==> src/rtl/lse_pkg.sv <==
// shared types and constants for the lsb stego embed/extract block
// no dependencies
package lse_pkg;

  localparam int HEADER_BITS_DEF      = 32;
  localparam int PIXEL_INDEX_BITS_DEF = 24;

  localparam int PIX_W     = 8;
  localparam int LEN_W     = 22;
  localparam int IMG_W     = 25;
  localparam int CFG_W     = 25;
  localparam int CFG_IDX_W = 2;
  localparam int IN_TDATA_W  = 16;
  localparam int OUT_TDATA_W = 24;

  localparam logic [PIX_W-1:0] LSB_CLEAR_MASK = 8'hFE;
  localparam logic [2:0]       BYTE_LAST_BIT  = 3'd7;
  localparam logic [LEN_W-1:0] MAX_PAYLOAD_RST = LEN_W'(2097152);

  typedef enum logic [CFG_IDX_W-1:0] {
    REG_MODE           = 2'd0,
    REG_PAYLOAD_LENGTH = 2'd1,
    REG_IMAGE_SIZE     = 2'd2,
    REG_MAX_PAYLOAD    = 2'd3
  } cfg_reg_t;

  typedef enum logic {
    MODE_EMBED   = 1'b0,
    MODE_EXTRACT = 1'b1
  } mode_t;

  typedef enum logic [2:0] {
    ST_OK         = 3'd0,
    ST_EMPTY      = 3'd1,
    ST_OVER_CAP   = 3'd2,
    ST_IMG_SMALL  = 3'd3,
    ST_NO_DATA    = 3'd4,
    ST_OVER_MAX   = 3'd5,
    ST_OVER_IMAGE = 3'd6
  } status_t;

  typedef struct packed {
    mode_t             mode;
    logic [LEN_W-1:0]  payload_length;
    logic [IMG_W-1:0]  image_size;
    logic [LEN_W-1:0]  max_payload;
  } cfg_t;

  typedef struct packed {
    logic [PIX_W-1:0] pixel_out;
    status_t          status;
    logic             byte_valid;
    logic [PIX_W-1:0] data_byte;
    logic             last_byte;
  } result_t;

endpackage

==> src/rtl/lse_cfg.sv <==
// configuration registers of the lsb stego block
// depends on lse_pkg
module lse_cfg import lse_pkg::*; (
  input  logic                 clk,
  input  logic                 rst_n,
  input  logic                 cfg_we,
  input  logic [CFG_IDX_W-1:0] cfg_index,
  input  logic [CFG_W-1:0]     cfg_data,
  output cfg_t                 cfg
);

  cfg_t cfg_r, cfg_nxt;

  always_comb begin
    cfg_nxt = cfg_r;
    if (cfg_we) begin
      case (cfg_reg_t'(cfg_index))
        REG_MODE:           cfg_nxt.mode           = mode_t'(cfg_data[0]);
        REG_PAYLOAD_LENGTH: cfg_nxt.payload_length = cfg_data[LEN_W-1:0];
        REG_IMAGE_SIZE:     cfg_nxt.image_size     = cfg_data[IMG_W-1:0];
        REG_MAX_PAYLOAD:    cfg_nxt.max_payload    = cfg_data[LEN_W-1:0];
        default:            cfg_nxt = cfg_r;
      endcase
    end
  end

  always_ff @(posedge clk) begin
    if (!rst_n) begin
      cfg_r.mode           <= MODE_EMBED;
      cfg_r.payload_length <= '0;
      cfg_r.image_size     <= '0;
      cfg_r.max_payload    <= MAX_PAYLOAD_RST;
    end else begin
      cfg_r <= cfg_nxt;
    end
  end

  assign cfg = cfg_r;

endmodule

==> src/rtl/lse_step.sv <==
// per-pixel embed/extract logic: next frame state and result word
// depends on lse_pkg
module lse_step import lse_pkg::*; #(
  parameter int HEADER_BITS      = HEADER_BITS_DEF,
  parameter int PIXEL_INDEX_BITS = PIXEL_INDEX_BITS_DEF
) (
  input  cfg_t                    cfg,
  input  logic [PIX_W-1:0]        pix,
  input  logic                    start,
  input  logic [PIX_W-1:0]        pbyte,
  input  logic [PIXEL_INDEX_BITS:0] idx_r,
  input  logic [HEADER_BITS-1:0]  hdr_r,
  input  logic [PIX_W-1:0]        asm_r,
  input  logic [PIX_W-1:0]        latch_r,
  input  status_t                 err_r,
  output logic [PIXEL_INDEX_BITS:0] idx_nxt,
  output logic [HEADER_BITS-1:0]  hdr_nxt,
  output logic [PIX_W-1:0]        asm_nxt,
  output logic [PIX_W-1:0]        latch_nxt,
  output status_t                 err_nxt,
  output result_t                 res
);

  localparam int IW  = PIXEL_INDEX_BITS + 1;
  localparam int HIW = $clog2(HEADER_BITS);
  localparam int W1  = (IW > HEADER_BITS + 3) ? IW : HEADER_BITS + 3;
  localparam int W2  = (W1 > LEN_W + 3) ? W1 : LEN_W + 3;
  localparam int CW  = ((W2 > IMG_W) ? W2 : IMG_W) + 1;
  localparam logic [CW-1:0] HB_C      = CW'(HEADER_BITS);
  localparam logic [CW-1:0] HB_LAST_C = CW'(HEADER_BITS - 1);

  logic [IW-1:0]          idx;
  logic [HEADER_BITS-1:0] hdr0;
  logic [PIX_W-1:0]       asm0;
  status_t                err0;
  logic [CW-1:0]          idx_c;
  logic                   is_first, in_header, is_hdr_last, in_data, img_small;
  logic [HIW-1:0]         hsel;
  logic [HEADER_BITS-1:0] len_e, hdr_x, data_len;
  logic [CW-1:0]          chk_len;
  logic                   chk_zero, chk_max, chk_fit;
  logic [IW-1:0]          k;
  logic [2:0]             bp;
  logic [CW-1:0]          byte_no;
  logic [PIX_W-1:0]       asm_set;
  logic                   is_extract;

  // frame start restarts counters, header, assembler and status
  assign idx  = start ? '0 : idx_r;
  assign hdr0 = start ? '0 : hdr_r;
  assign asm0 = start ? '0 : asm_r;
  assign err0 = start ? ST_OK : err_r;

  assign is_extract  = (cfg.mode == MODE_EXTRACT);
  assign idx_c       = CW'(idx);
  assign is_first    = (idx == '0);
  assign in_header   = (idx_c < HB_C);
  assign is_hdr_last = (idx_c == HB_LAST_C);
  assign img_small   = (cfg.image_size < IMG_W'(HEADER_BITS));
  assign hsel        = idx[HIW-1:0];

  assign len_e = is_first ? HEADER_BITS'(cfg.payload_length) : hdr0;
  assign hdr_x = hdr0 | (HEADER_BITS'(pix[0]) << hsel);

  // one set of length checks shared by both modes
  assign chk_len  = is_extract ? CW'(hdr_x) : CW'(cfg.payload_length);
  assign chk_zero = (chk_len == '0);
  assign chk_max  = (chk_len > CW'(cfg.max_payload));
  assign chk_fit  = ((HB_C + (chk_len << 3)) > CW'(cfg.image_size));

  assign data_len = is_extract ? hdr0 : len_e;
  assign in_data  = (idx_c < (HB_C + (CW'(data_len) << 3)));
  assign k        = idx - IW'(HEADER_BITS);
  assign bp       = k[2:0];
  assign byte_no  = CW'(k[IW-1:3]);
  assign asm_set  = asm0 | (PIX_W'(pix[0]) << bp);

  always_comb begin
    idx_nxt   = (&idx) ? idx : idx + IW'(1);
    hdr_nxt   = hdr0;
    asm_nxt   = asm0;
    latch_nxt = latch_r;
    err_nxt   = err0;
    res.pixel_out  = pix;
    res.byte_valid = 1'b0;
    res.data_byte  = '0;
    res.last_byte  = 1'b0;
    if (!is_extract) begin
      if (is_first) begin
        hdr_nxt = len_e;
        if (chk_zero)       err_nxt = ST_EMPTY;
        else if (img_small) err_nxt = ST_IMG_SMALL;
        else if (chk_max)   err_nxt = ST_OVER_MAX;
        else if (chk_fit)   err_nxt = ST_OVER_CAP;
        else                err_nxt = ST_OK;
      end
      if (err_nxt == ST_OK) begin
        if (in_header) begin
          res.pixel_out = (pix & LSB_CLEAR_MASK) | PIX_W'(len_e[hsel]);
        end else if (in_data) begin
          if (bp == 3'd0) latch_nxt = pbyte;
          res.pixel_out = (pix & LSB_CLEAR_MASK) | PIX_W'(latch_nxt[bp]);
        end
      end
    end else begin
      if (is_first && img_small) err_nxt = ST_IMG_SMALL;
      if (err_nxt == ST_OK) begin
        if (in_header) begin
          hdr_nxt = hdr_x;
          if (is_hdr_last) begin
            if (chk_zero)     err_nxt = ST_NO_DATA;
            else if (chk_max) err_nxt = ST_OVER_MAX;
            else if (chk_fit) err_nxt = ST_OVER_IMAGE;
          end
        end else if (in_data) begin
          asm_nxt = asm_set;
          if (bp == BYTE_LAST_BIT) begin
            res.byte_valid = 1'b1;
            res.data_byte  = asm_set;
            res.last_byte  = (byte_no == (CW'(hdr0) - CW'(1)));
            asm_nxt        = '0;
          end
        end
      end
    end
    res.status = err_nxt;
  end

endmodule

==> src/rtl/lsb_stego_embed_extract.sv <==
// top level of the lsb stego embed/extract block: input stage, frame state, result stage
// depends on lse_pkg, lse_cfg, lse_step
//
//  channel  dir  handshake         payload
//  in_      in   tvalid/tready     tdata {payload_byte, pixel_in}, tuser frame_start
//  out_     out  tvalid/tready     tdata {data_byte, status, pixel_out}, tuser byte_valid,
//                                  tlast last_byte
//  cfg_     in   we, no ready      index selects register, data up to 25 bits
//
// one word per cycle sustained while out_ is not stalled; each word passes through the
// input stage register and its result then sits in the output register
// the rate is set by the update of the frame state (pixel counter, header,
// byte assembler), which advances as a word moves from the input stage to the output
// reset is synchronous, active low, and resets config, frame state and both valid flags
// a stall on out_ holds the output word; the input stage still takes one more word
module lsb_stego_embed_extract import lse_pkg::*; #(
  parameter int HEADER_BITS      = HEADER_BITS_DEF,
  parameter int PIXEL_INDEX_BITS = PIXEL_INDEX_BITS_DEF
) (
  input  logic                   clk,
  input  logic                   rst_n,
  // input words
  input  logic                   in_tvalid,
  output logic                   in_tready,
  input  logic [IN_TDATA_W-1:0]  in_tdata,   // [7:0] pixel_in, [15:8] payload_byte
  input  logic                   in_tuser,   // [0] frame_start
  // result words
  output logic                   out_tvalid,
  input  logic                   out_tready,
  output logic [OUT_TDATA_W-1:0] out_tdata,  // [7:0] pixel_out, [10:8] status,
                                             // [18:11] data_byte, [23:19] zero
  output logic                   out_tuser,  // [0] byte_valid
  output logic                   out_tlast,  // last_byte
  // configuration writes
  input  logic                   cfg_we,
  input  logic [CFG_IDX_W-1:0]   cfg_index,
  input  logic [CFG_W-1:0]       cfg_data
);

  localparam int IW = PIXEL_INDEX_BITS + 1;

  cfg_t cfg;

  // input stage
  logic             s1_valid_r, s1_valid_nxt;
  logic [PIX_W-1:0] s1_pix_r, s1_pbyte_r;
  logic             s1_start_r;

  // frame state
  logic [IW-1:0]          idx_r, idx_nxt;
  logic [HEADER_BITS-1:0] hdr_r, hdr_nxt;
  logic [PIX_W-1:0]       asm_r, asm_nxt;
  logic [PIX_W-1:0]       latch_r, latch_nxt;
  status_t                err_r, err_nxt;

  // result stage
  logic    out_valid_r, out_valid_nxt;
  result_t res_r, res_nxt;

  logic in_fire, out_free, s1_adv;

  lse_cfg u_cfg (
    .clk       (clk),
    .rst_n     (rst_n),
    .cfg_we    (cfg_we),
    .cfg_index (cfg_index),
    .cfg_data  (cfg_data),
    .cfg       (cfg)
  );

  lse_step #(
    .HEADER_BITS      (HEADER_BITS),
    .PIXEL_INDEX_BITS (PIXEL_INDEX_BITS)
  ) u_step (
    .cfg       (cfg),
    .pix       (s1_pix_r),
    .start     (s1_start_r),
    .pbyte     (s1_pbyte_r),
    .idx_r     (idx_r),
    .hdr_r     (hdr_r),
    .asm_r     (asm_r),
    .latch_r   (latch_r),
    .err_r     (err_r),
    .idx_nxt   (idx_nxt),
    .hdr_nxt   (hdr_nxt),
    .asm_nxt   (asm_nxt),
    .latch_nxt (latch_nxt),
    .err_nxt   (err_nxt),
    .res       (res_nxt)
  );

  // output register frees when empty or being taken this cycle
  assign out_free  = !out_valid_r || out_tready;
  assign s1_adv    = s1_valid_r && out_free;
  assign in_tready = !s1_valid_r || out_free;
  assign in_fire   = in_tvalid && in_tready;

  always_comb begin
    s1_valid_nxt = s1_valid_r;
    if (in_fire)     s1_valid_nxt = 1'b1;
    else if (s1_adv) s1_valid_nxt = 1'b0;
    out_valid_nxt = out_valid_r;
    if (s1_adv)          out_valid_nxt = 1'b1;
    else if (out_tready) out_valid_nxt = 1'b0;
  end

  always_ff @(posedge clk) begin
    if (!rst_n) begin
      s1_valid_r  <= 1'b0;
      out_valid_r <= 1'b0;
      idx_r       <= '0;
      hdr_r       <= '0;
      asm_r       <= '0;
      latch_r     <= '0;
      err_r       <= ST_OK;
    end else begin
      s1_valid_r  <= s1_valid_nxt;
      out_valid_r <= out_valid_nxt;
      // frame state steps once per word, as it leaves the input stage
      if (s1_adv) begin
        idx_r   <= idx_nxt;
        hdr_r   <= hdr_nxt;
        asm_r   <= asm_nxt;
        latch_r <= latch_nxt;
        err_r   <= err_nxt;
      end
    end
  end

  // payload registers, no reset needed
  always_ff @(posedge clk) begin
    if (in_fire) begin
      s1_pix_r   <= in_tdata[PIX_W-1:0];
      s1_pbyte_r <= in_tdata[2*PIX_W-1:PIX_W];
      s1_start_r <= in_tuser;
    end
    if (s1_adv) begin
      res_r <= res_nxt;
    end
  end

  assign out_tvalid = out_valid_r;
  assign out_tdata  = {5'b0, res_r.data_byte, res_r.status, res_r.pixel_out};
  assign out_tuser  = res_r.byte_valid;
  assign out_tlast  = res_r.last_byte;

endmodule

==> config.mk <==
export PLATFORM = sky130hd
export DESIGN_NAME = lsb_stego_embed_extract
export DESIGN_NICKNAME = d
export VERILOG_FILES = /design/src/rtl/lse_pkg.sv /design/src/rtl/lse_cfg.sv /design/src/rtl/lse_step.sv /design/src/rtl/lsb_stego_embed_extract.sv
export SDC_FILE = /design/constraint.sdc
export NUM_CORES = 1
export LEC_CHECK = 0
export BUFFER_PORTS_ARGS = -buffer_cell sky130_fd_sc_hd__clkbuf_2
export CAP_MARGIN = 40
export CORE_UTILIZATION = 50
export DETAILED_ROUTE_END_ITERATION = 10
export PLACE_DENSITY = 0.73
export REMOVE_ABC_BUFFERS = 1
export SLEW_MARGIN = 10
export SYNTH_ARGS = -nofsm -noshare
export SYNTH_HDL_FRONTEND = slang
export SYNTH_SLANG_ARGS = --single-unit
==> constraint.sdc <==
create_clock -name clk -period 7.1 [get_ports clk]
set_clock_uncertainty 0.1 [all_clocks]
set_input_delay 1.42 -clock clk [delete_from_list [all_inputs] [get_ports clk]]
set_output_delay 1.42 -clock clk [all_outputs]
set_load 0.01 [all_outputs]
Word-level counts from Yosys, hierarchy flattened
Cells that the tools add are included.
{ "totals": {"regBits": 186, "inputBits": 49, "word_cells": 121} }
{ "op_classes": {"add_sub_neg": 5, "order_cmp": 7, "eq_ne": 6, "shifts": 2, "mux": 50, "bitwise_logic": 9, "reduce_logical": 23} }
{ "ops": {"columns": ["op", "count"], "rows": [
  ["$mux 32", 8],
  ["$mux 8", 15],
  ["$lt 25x6->1 const B", 2],
  ["$mux 25", 2],
  ["$mux 3", 15],
  ["$add 6x35->36 const A", 1],
  ["$add 6x36->36 const A", 1],
  ["$eq 22x36->1", 1],
  ["$gt 36x22->1", 1],
  ["$gt 36x25->1", 1],
  ["$logic_not 36->1", 1],
  ["$lt 25x36->1", 1],
  ["$sub 32x1->33 const B", 1],
  ["$or 32x32->32", 1],
  ["$shl 1x5->32", 1],
  ["$add 25x1->25 const B", 1],
  ["$eq 25x5->1 const B", 1],
  ["$logic_not 25->1", 1],
  ["$reduce_and 25->1", 1],
  ["$sub 25x6->25 const B", 1],
  ["$or 8x1->8", 2],
  ["$mux 10", 1],
  ["$logic_not 3->1", 3],
  ["$or 8x8->8", 1],
  ["other kinds (20)", 38]
]} }

Depth between registers and ports, before layout
Gate-level depths: netlist of the first run.
{ "logic_depth": {"depth_word": 22, "depth_mapped": 33, "depth_no_buf": 27} }

Modules after synthesis
A second synthesis of the first run with hierarchy kept.
{ "hier_totals": {"hier_cells": 2041, "area_unflattened_um2": 15985.3} }
{ "by_module_without_submodules": {"columns": ["module", "instances", "cells_per_inst", "area_per_inst_um2", "seq_area_each_um2"], "rows": [
  ["lse_step", 1, 1400, 9066.2, 0.0],
  ["lsb_stego_embed_extract", 1, 383, 4300.4, 2702.6],
  ["lse_cfg", 1, 258, 2618.8, 1401.3]
]} }

Worst setup path before layout of the first run
Ideal clock, no wire load.
{ "synth_path": {"path_kind": "register to register", "start": "register s1_start_r", "end": "register asm_r[3]", "setup_ns": 0.088, "arrival_time_ns": 5.763, "required_time_ns": 6.912, "path_slack_ns": 1.150, "path_stages_with_launch": 33, "path_buffers": 6, "path_cell_list": "edfxtp_1 buf_6 inv_1 clkbuf_1 nand2_1 buf_1 ha_1 o21ai_0 nor4_4 clkbuf_1 buf_1 nand2_1 nand2_1 ha_1 nor2b_1 nand2_1 xor2_1 nor3_1 a21oi_1 ha_1 nand2_1 nor3_1 a221oi_1 a2111oi_0 o21ai_0 nor4_1 nand2_2 nand2b_1 buf_4 inv_2 o31ai_4 nand2_1 o31ai_1"} }
{ "synth_between": {"elab_chain_cells": 10} }
{ "synth_rtl": {"columns": ["item", "line", "source"], "rows": [
  ["start: declaration", "lsb_stego_embed_extract.sv:47", "logic s1_start_r;"],
  ["start signal: assignment", "lsb_stego_embed_extract.sv:135", "s1_start_r <= in_tuser;"],
  ["$mux 25", "lse_step.sv:49", "assign idx = start ? '0 : idx_r;"],
  ["$logic_not 25->1", "lse_step.sv:56", "assign is_first = (idx == '0);"],
  ["$mux 32", "lse_step.sv:62", "assign len_e = is_first ? HEADER_BITS'(cfg.payload_length) : hdr0;"],
  ["$mux 32", "lse_step.sv:71", "assign data_len = is_extract ? hdr0 : len_e;"],
  ["$add 6x35->36", "lse_step.sv:72", "assign in_data = (idx_c < (HB_C + (CW'(data_len) << 3)));"],
  ["$lt 25x36->1", "lse_step.sv:72", null],
  ["$mux 8", "lse_step.sv:115", "end else if (in_data) begin"],
  ["$mux 8", "lse_step.sv:108", "if (in_header) begin"],
  ["$mux 8", "lse_step.sv:107", "if (err_nxt == ST_OK) begin"],
  ["$mux 8 (*)", "lse_step.sv:88", "if (!is_extract) begin"],
  ["end signal: assignment", "lsb_stego_embed_extract.sv:123", "asm_r <= asm_nxt;"],
  ["end: declaration", "lsb_stego_embed_extract.sv:52", "logic [PIX_W-1:0] asm_r, asm_nxt;"]
]} }
Every way passes the cells marked *; elsewhere a longest branch is shown, timed or not. The select of a mux whose other input is x is not followed.
A chain may end at the register's enable or synchronous reset.

Final worst setup path of the first run
Ends and elaborated chain as after synthesis.

==> impl_metrics.json, run 1 <==
{
  "cp_max_fo": 17,
  "mostFrequentLayoutCell": "nand2_1",
  "yosys_warnings": 0,
  "routabilityCongestion": 1.02,
  "cts_tree": "yes",
  "start_kind": "register",
  "path_delay_family": "simple AND/OR/NAND/NOR gates",
  "hold_buffers": 0,
  "port_buffers": 71,
  "fin_crit_sh_pct": 92.3,
  "multi_input_area_mm2": 0.00949,
  "hold_viol": 0,
  "ys_ff_latch": 186,
  "crit_slowest_cell": "a2111oi_0",
  "hp-start": "s1_pix_r[1]",
  "numCtsBuffers": 17,
  "async_flop_share_pct": 0,
  "synthFlopType": "dfxtp_1",
  "synth.distinct_cells": 103,
  "nNetsFinal": 2046,
  "final_cell_mix": "nand2_1 (303), nor2_1 (183), a21oi_1 (161)",
  "drt-initial-drc-count": 1788,
  "crit_buf_inv": 4,
  "clk_pin_slew_worst_paths_ns": 0.08,
  "antenna_found_initial": 0,
  "via_per_inst": 6.34,
  "cts.path.max_buffers": 2,
  "grt_overflow_total": 0,
  "synth_area_leaders": "dfxtp_1 (20%), edfxtp_1 (7.9%), nand2_1 (7.9%)",
  "reg2regPathDepth": 27,
  "via_count": 14700,
  "drc": 0,
  "die_x_um": 172,
  "synth_area_per_cell_um2": 7.52,
  "routedWlPerCell_um": 22.0,
  "hold_path.class": "register to register",
  "rsz0062_at_grt": "false",
  "peakVddDrop_mv": 0.197,
  "cp-endpoint": "asm_r[3]",
  "grt_pass1_vias": 13800,
  "r2r_slack_ns": 0.55,
  "setup_viol": 0,
  "end_kind": "register",
  "wirelength_mm": 50.9,
  "antenna_cells": 0,
  "required_ns": 7.36,
  "die_height_um": 172,
  "start_util_pct": 51.5,
  "die_area_mm2": 0.0296,
  "synthCells": 1922,
  "grt_max_degree": 83,
  "grt_pass1_wl_mm": 78.2,
  "rr_endpoint": "asm_r[3]",
  "synth_sequential_area_ratio_pct": 28.4,
  "antenna_left": 0,
  "maxSlewViolCount": 0,
  "cap_violations": 0,
  "area_growth_pct": 8.28,
  "worst-path-stages": 27,
  "pre_cts_slack_ns": 0.579,
  "dp_hpwl_mm": 38.3,
  "tightestPinTransition_ns": 0.972,
  "slew_headroom_pct": 34.7,
  "synth_top_area_share_pct": 20.5,
  "firstDrtPassIters": 6,
  "yosys.area.top_type": "dfxtp_1",
  "grt_use_total_pct": 34.8,
  "clkSinkCount": 186,
  "drive_above_1_share_pct": 10.1,
  "regArea_mm2": 0.00411,
  "powerDensity_mw_per_mm2": 170,
  "synth_edf_count": 38,
  "rows": 61,
  "crit_type": "register to register",
  "setup_slack_ns": 0.547,
  "fin_crit_ns": 6.55,
  "syn-cell-area_mm2": 0.0145,
  "htreeDepth": 4,
  "startpoint": "s1_start_r",
  "crit_path_frequent_cell": "nand2_1",
  "slowest_delay_ns": 0.58,
  "ios": 77,
  "arrival_ns": 6.81,
  "r2r-start": "s1_start_r",
  "fillers": 2734,
  "cts_root_buf": "clkbuf_16",
  "clk_latency_ns": 0.45,
  "status": "completed",
  "fmax_ghz": 0.153,
  "hold_ws_ns": 0.328,
  "p_leak_nw": 5.77,
  "core_area_mm2": 0.0281
}
==> worst min path at each step <==
stage,end,slack (ns),cells after the start
after global placement,out_tdata[3],0.30,0
final,out_tdata[1],0.33,0
after detailed placement,out_tdata[1],0.30,0
after floorplan,out_tdata[1],0.30,0
after CTS,out_tdata[1],0.33,0
after global routing,out_tdata[2],0.35,0
==> layer usage <==
layer / part of all wire, % / GRT usage (%)
met1: 42 / 45.5
met2: 44 / 54.2
met3: 8.8 / 6.68
met4: 5.4 / 18.2
met5: 0 / 0
==> final cells by class <==
class | count | share of cell area (%)
Multi-Input combinational cell | 1531 | 60.6
Sequential cell | 186 | 26.2
Timing Repair Buffer | 111 | 4.61
Tap cell | 378 | 3.02
Clock buffer | 21 | 2.95
Inverter | 77 | 1.85
Clock inverter | 11 | 0.719
==> cells in the mapped netlist (9+ instances only) <==
| library cell | number |
|---|---|
| a21oi_1 | 161 |
| edfxtp_1 | 38 |
| a22oi_1 | 10 |
| nand2_1 | 303 |
| o21ai_0 | 79 |
| a211oi_1 | 16 |
| o21ai_1 | 13 |
| clkbuf_1 | 78 |
| and3_1 | 23 |
| or4_1 | 10 |
| o31ai_1 | 11 |
| a221o_1 | 10 |
| xor2_1 | 39 |
| a31oi_1 | 32 |
| xnor2_1 | 58 |
| and2_1 | 10 |
| nor3_1 | 59 |
| nand4_1 | 39 |
| buf_2 | 22 |
| nand2b_1 | 24 |
| buf_1 | 13 |
| o22ai_1 | 14 |
| nor2b_1 | 50 |
| nand3_1 | 69 |
| o211ai_1 | 9 |
| inv_1 | 73 |
| o21a_1 | 10 |
| ha_1 | 73 |
| nor2_1 | 183 |
| buf_4 | 14 |
| mux2i_1 | 33 |
| dfxtp_1 | 148 |
| nand3b_1 | 9 |
| nor4_1 | 19 |
==> stage by stage <==
step | util (%) | area (µm²) | setup TNS [ns] | total power, mW | instances
final | 55.7 | 15700 | 0 | 2.66 | 2315
after global placement | 53.2 | 14900 | 0 | 1.67 | 2272
after floorplan | - | 13900 | -124.39 | 1.50 | 1794
after CTS | 55.6 | 15600 | 0 | 2.65 | 2312
after detailed placement | 53.6 | 15100 | 0 | 1.68 | 2280
after global routing | 55.7 | 15700 | 0 | 2.75 | 2315
==> flip-flops by register name, indices dropped and copies added (netlist names) <==
signal and cells:
s1_start_r 1, idx_r 25, out_tuser 1, out_tdata 19, u_cfg.cfg 70, out_tlast 1
latch_r 8, err_r 3, out_tvalid 1, s1_pbyte_r 8, s1_valid_r 1, hdr_r 32
s1_pix_r 8, asm_r 8
==> report_power, final <==
group	internal [mW]	leakage [nW]	switching (mW)
sequential	1.12	1.56	0.0508
clock	0.513	0.282	0.468
combinational	0.191	3.92	0.316
total	1.82	5.77	0.835
==> kinds of logic after synthesis <==
kind of cell	synth area share (%)
multiplexers	3.84
adder cells (fa/ha/maj)	6.32
other	0.0259
AND/OR/NAND/NOR	30.1
flip-flops	28.4
XOR/XNOR	5.88
buffers and inverters	6.20
AO/OA/AOI/OAI	19.3
==> timing repair <==
action	CTS	global route
buffers inserted	0	3
resized for setup	0	0
endpoints found under the setup margin	0	1
(Power assumes the default switching activity.)
==> run 2, diff against run 1 <==
--- a/config.mk
+++ b/config.mk
@@ -5,11 +5,11 @@
 export SDC_FILE = /design/constraint.sdc
 export NUM_CORES = 1
 export LEC_CHECK = 0
-export BUFFER_PORTS_ARGS = -buffer_cell sky130_fd_sc_hd__clkbuf_2
 export CAP_MARGIN = 40
 export CORE_UTILIZATION = 50
 export DETAILED_ROUTE_END_ITERATION = 10
-export PLACE_DENSITY = 0.73
+export DONT_BUFFER_PORTS = 1
+export PLACE_DENSITY = 0.71
 export REMOVE_ABC_BUFFERS = 1
 export SLEW_MARGIN = 10
 export SYNTH_ARGS = -nofsm -noshare
==> impl_metrics.json, run 2 (synthesis results as in run 1) <==
{
  "status": "completed",
  "start_util_pct": 51.5,
  "ios": 77,
  "htreeDepth": 4,
  "tns_ns": 0,
  "antenna_left": 0,
  "ctsResizeCount": 0,
  "setup_viol": 0,
  "peakVddDrop_mv": 0.163,
  "p_leak_nw": 5.45,
  "slew_headroom_pct": 30.7,
  "power.total_mw": 2.65,
  "via_count": 14400,
  "dp_hpwl_mm": 37.9,
  "arrival_ns": 6.70,
  "routabilityCongestion": 1.01,
  "hold_buffers": 0,
  "required_ns": 7.37,
  "die_height_um": 172,
  "cap_violations": 0,
  "antenna_cells": 0,
  "hold_path.class": "register to register",
  "largest_reg_flops": 70,
  "fin_crit_ns": 6.42,
  "nNetsFinal": 1968,
  "routedWlPerCell_um": 22.7,
  "cp_max_fo": 15,
  "start_kind": "register",
  "place_inst": 2205,
  "firstDrtPassIters": 7,
  "mostFrequentLayoutCell": "nand2_1",
  "tightestPinTransition_ns": 1.03,
  "grt_overflow_total": 0,
  "fillers": 2772,
  "hold_depth": 0,
  "final_cell_mix": "nand2_1 (303), nor2_1 (183), a21oi_1 (161)",
  "area_growth_pct": 5.56,
  "post_cts_buffers": 0,
  "cts_tree": "yes",
  "crit_type": "register to register",
  "maxSlewViolCount": 0,
  "drc": 0,
  "cts_root_buf": "clkbuf_16",
  "antenna_found_initial": 0,
  "die_area_mm2": 0.0296,
  "fmax_ghz": 0.156,
  "via_per_inst": 6.43,
  "rsz0062_at_grt": "false",
  "cts.path.max_buffers": 2,
  "postLayoutCoreUtil_pct": 54.3,
  "drt-initial-drc-count": 1847,
  "grt_max_degree": 76,
  "port_buffers": 0,
  "drive_above_1_share_pct": 6.46,
  "rows": 61,
  "clk_pin_slew_worst_paths_ns": 0.09,
  "fin_area_mm2": 0.0153,
  "instances_no_fill": 2237,
  "clkSinkCount": 186,
  "grt_pass1_wl_mm": 76.9,
  "die_x_um": 172,
  "wirelength_mm": 50.7,
  "numCtsBuffers": 17,
  "hold_viol": 0,
  "core_area_mm2": 0.0281,
  "powerDensity_mw_per_mm2": 174,
  "fin_crit_sh_pct": 90.4,
  "reg2regPathDepth": 27,
  "grt_use_total_pct": 34.4,
  "grt_pass1_vias": 13300,
  "clk_latency_ns": 0.47,
  "dpl_cell_area_mm2": 0.0147,
  "end_kind": "register"
}
-- run 2: cell types whose count changed in the layout (fill, tap and decap cells not counted), moves of 2 or more --
cell       previous run  this run
clkbuf_1              3         0
clkinv_2              4         2
clkbuf_2             71         0
clkinv_4              0         3
a2111oi_1             2         4
inv_8                 1         4
buf_4                31        24
-- run 2: worst paths after layout --
check	start	end	slack, ns
max reg2reg	s1_start_r	asm_r[3]	0.68
min	s1_pix_r[5]	out_tdata[5]	0.32
max	s1_start_r	asm_r[3]	0.68
min reg2reg	s1_pix_r[5]	out_tdata[5]	0.32
-- run 2: cell type report --
cell class	count	area, µm²	area share, %
clock buffer	17	425	2.79
clock inverter	15	180	1.18
inverter	77	290	1.90
multi-input combinational	1531	9480	62.1
sequential	186	4110	26.9
tap	378	473	3.10
timing repair buffer	33	302	1.98
-- run 2: per-stage QoR --
stage               worst slack, ns  hold WS (ns)
floorplan                     -3.65         0.300
global placement              0.851         0.301
detailed placement            0.739         0.308
CTS                           0.681         0.328
global route                 0.0623         0.334
finish                        0.678         0.323
-- run 2: layer usage --
| metal | global-route usage (%) | wire (µm) | up-vias |
|---|---|---|---|
| li1 | - | - | 6702 |
| met5 | 0 | 0 | - |
| met1 | 45.3 | 21100 | 6719 |
| met2 | 53.9 | 22300 | 797 |
| met3 | 6.18 | 4660 | 164 |
| met4 | 17.5 | 2620 | 0 |
-- run 2: critical path, stage by stage, from the launching register on --
cell and delay (ns):
edfxtp_1 0.54, nor2b_1 0.48, inv_1 0.19, ha_1 0.35, o21ai_0 0.25, nor4_4 0.05, buf_4 0.21, mux2_2 0.28
ha_1 0.29, nor2b_1 0.23, nand2_1 0.09, xor2_1 0.14, nor3_1 0.14, a21oi_1 0.06, ha_1 0.32, nand2_1 0.07
nor2_1 0.11, nand4_1 0.13, a2111oi_1 0.54, o21ai_0 0.15, nor4_1 0.28, buf_4 0.17, nand2_2 0.10, nand2b_1 0.36
inv_2 0.12, o31ai_4 0.39, nand2_1 0.10, o31ai_1 0.07
-- run 2: report_power, final --
group	total (mW)	switching [mW]	internal [mW]	leakage (nW)
Combinational	0.468	0.294	0.174	3.59
Clock	1.01	0.504	0.507	0.294
Sequential	1.18	0.0595	1.12	1.56
Total	2.65	0.857	1.80	5.45
==> run 3, diff against run 2 <==
--- a/config.mk
+++ b/config.mk
@@ -9,6 +9,7 @@
 export CORE_UTILIZATION = 50
 export DETAILED_ROUTE_END_ITERATION = 10
 export DONT_BUFFER_PORTS = 1
+export MAX_ROUTING_LAYER = met4
 export PLACE_DENSITY = 0.71
 export REMOVE_ABC_BUFFERS = 1
 export SLEW_MARGIN = 10
==> impl_metrics.json, run 3 (synthesis results as in run 1) <==
{
  "cts_tree": "yes",
  "slowest_delay_ns": 0.56,
  "arrival_ns": 6.66,
  "clock_power_share_pct": 39.0,
  "largest_reg_flops": 70,
  "hold_ws_ns": 0.326,
  "setup_slack_ns": 0.711,
  "place_inst": 2206,
  "cap_violations": 0,
  "hold_path.class": "register to register",
  "start_util_pct": 51.5,
  "antenna_cells": 0,
  "die_height_um": 172,
  "startpoint": "s1_start_r",
  "seqPwrFrac_pct": 43.7,
  "cts.path.max_buffers": 2,
  "grt_pass1_vias": 13300,
  "grt_use_total_pct": 36.5,
  "grt_pass1_wl_mm": 79.0,
  "postLayoutCoreUtil_pct": 54.4,
  "die_x_um": 172,
  "rr_endpoint": "asm_r[3]",
  "antenna_found_initial": 0,
  "core_area_mm2": 0.0281,
  "tns_ns": 0,
  "r2r-start": "s1_start_r",
  "nNetsFinal": 1969,
  "pre_cts_slack_ns": 0.826,
  "instances_no_fill": 2238,
  "drt-initial-drc-count": 1710,
  "cts_root_buf": "clkbuf_16",
  "status": "completed",
  "ctsResizeCount": 0,
  "cp-endpoint": "asm_r[3]",
  "hp-start": "s1_pix_r[3]",
  "via_count": 14500,
  "hold_viol": 0,
  "required_ns": 7.38,
  "dp_hpwl_mm": 38.7,
  "final_cell_mix": "nand2_1 (303), nor2_1 (183), a21oi_1 (161)",
  "port_buffers": 0,
  "firstDrtPassIters": 7,
  "crit_path_frequent_cell": "nand2_1",
  "post_cts_buffers": 0,
  "routabilityCongestion": 1.03,
  "clkSinkCount": 186,
  "rows": 61,
  "drive_above_1_share_pct": 6.56,
  "peakVddDrop_mv": 0.182,
  "setup_viol": 0,
  "fmax_ghz": 0.157,
  "area_growth_pct": 5.70,
  "grt_overflow_total": 0,
  "p_sw_share_pct": 32.7,
  "cp_max_fo": 13,
  "numCtsBuffers": 17,
  "drc": 0,
  "p_leak_nw": 5.46,
  "fin_crit_ns": 6.39,
  "clk_latency_ns": 0.46,
  "fillers": 2779,
  "reg2regPathDepth": 27,
  "grt_max_degree": 79,
  "mostFrequentLayoutCell": "nand2_1",
  "routedWlPerCell_um": 23.2,
  "tightestPinTransition_ns": 0.946,
  "p_int_mw": 1.81,
  "hold_buffers": 0,
  "crit_slowest_cell": "a2111oi_0",
  "slew_headroom_pct": 36.7,
  "antenna_left": 0,
  "via_per_inst": 6.46,
  "ios": 77,
  "die_area_mm2": 0.0296,
  "switching_power_mw": 0.880,
  "comb_power_share_pct": 17.3,
  "htreeDepth": 4,
  "fin_crit_sh_pct": 90.0,
  "crit_type": "register to register",
  "powerDensity_mw_per_mm2": 176,
  "rsz0062_at_grt": "false",
  "clk_pin_slew_worst_paths_ns": 0.08,
  "wirelength_mm": 51.9,
  "end_kind": "register",
  "maxSlewViolCount": 0,
  "start_kind": "register",
  "r2r_slack_ns": 0.71
}
run 3: cell types whose count changed in the layout (fill, tap and decap cells not counted), sizes merged:
cell / change
inv: +2
clkinvlp: -1
clkinv: -1
buf: +1
run 3: critical path: cells and delay by family (launching register included):
kind / cells / cell delay [ns]
buffers and inverters: 4 / 0.59
DFF: 1 / 0.46
and+or+nand+nor: 11 / 2.09
AOI/OAI and AO/OA: 7 / 1.61
xor gates and xnor gates: 1 / 0.15
muxes: 1 / 0.30
adders and majority gates: 3 / 0.99
run 3: how the worst min path moves through the flow:
stage                               to  slack (ns)  cells past startpoint
final                     out_tdata[3]        0.33                      0
after global routing      out_tdata[7]        0.33                      0
after CTS                 out_tdata[3]        0.33                      0
after detailed placement  out_tdata[7]        0.30                      0
after global placement    out_tdata[7]        0.30                      0
after floorplan           out_tdata[1]        0.30                      0
run 3: final cells by class:
| type | instances | area (µm²) | share of cell area [%] |
|---|---|---|---|
| tap | 378 | 473 | 3.10 |
| multi-input combinational | 1531 | 9490 | 62.1 |
| clock buffer | 17 | 425 | 2.78 |
| clock inverter | 15 | 210 | 1.38 |
| sequential | 186 | 4110 | 26.9 |
| inverter | 77 | 290 | 1.90 |
| timing repair buffer | 34 | 289 | 1.89 |
run 3: power by group through the flow:
stage / Clock, mW / Combinational (mW) / Sequential, mW
final: 1.05 / 0.466 / 1.17
after detailed placement: 0 / 0.455 / 1.20
after CTS: 1.06 / 0.457 / 1.17
after floorplan: 0 / 0.319 / 1.18
after global placement: 0 / 0.447 / 1.20
after global routing: 1.10 / 0.507 / 1.18
run 3: metrics by stage:
step / cell area (µm²) / power, mW
after CTS: 15300 / 2.69
final: 15300 / 2.69
after floorplan: 13900 / 1.50
after detailed placement: 14600 / 1.65
after global routing: 15300 / 2.78
after global placement: 14600 / 1.64
run 3: layer usage:
layer,vias up,share of wire (%),track usage (%)
met4,0,4.9,16.8
met2,737,45,55.5
met3,149,7.9,5.49
met5,-,0,-
met1,6875,42,47.6
li1,6707,-,-
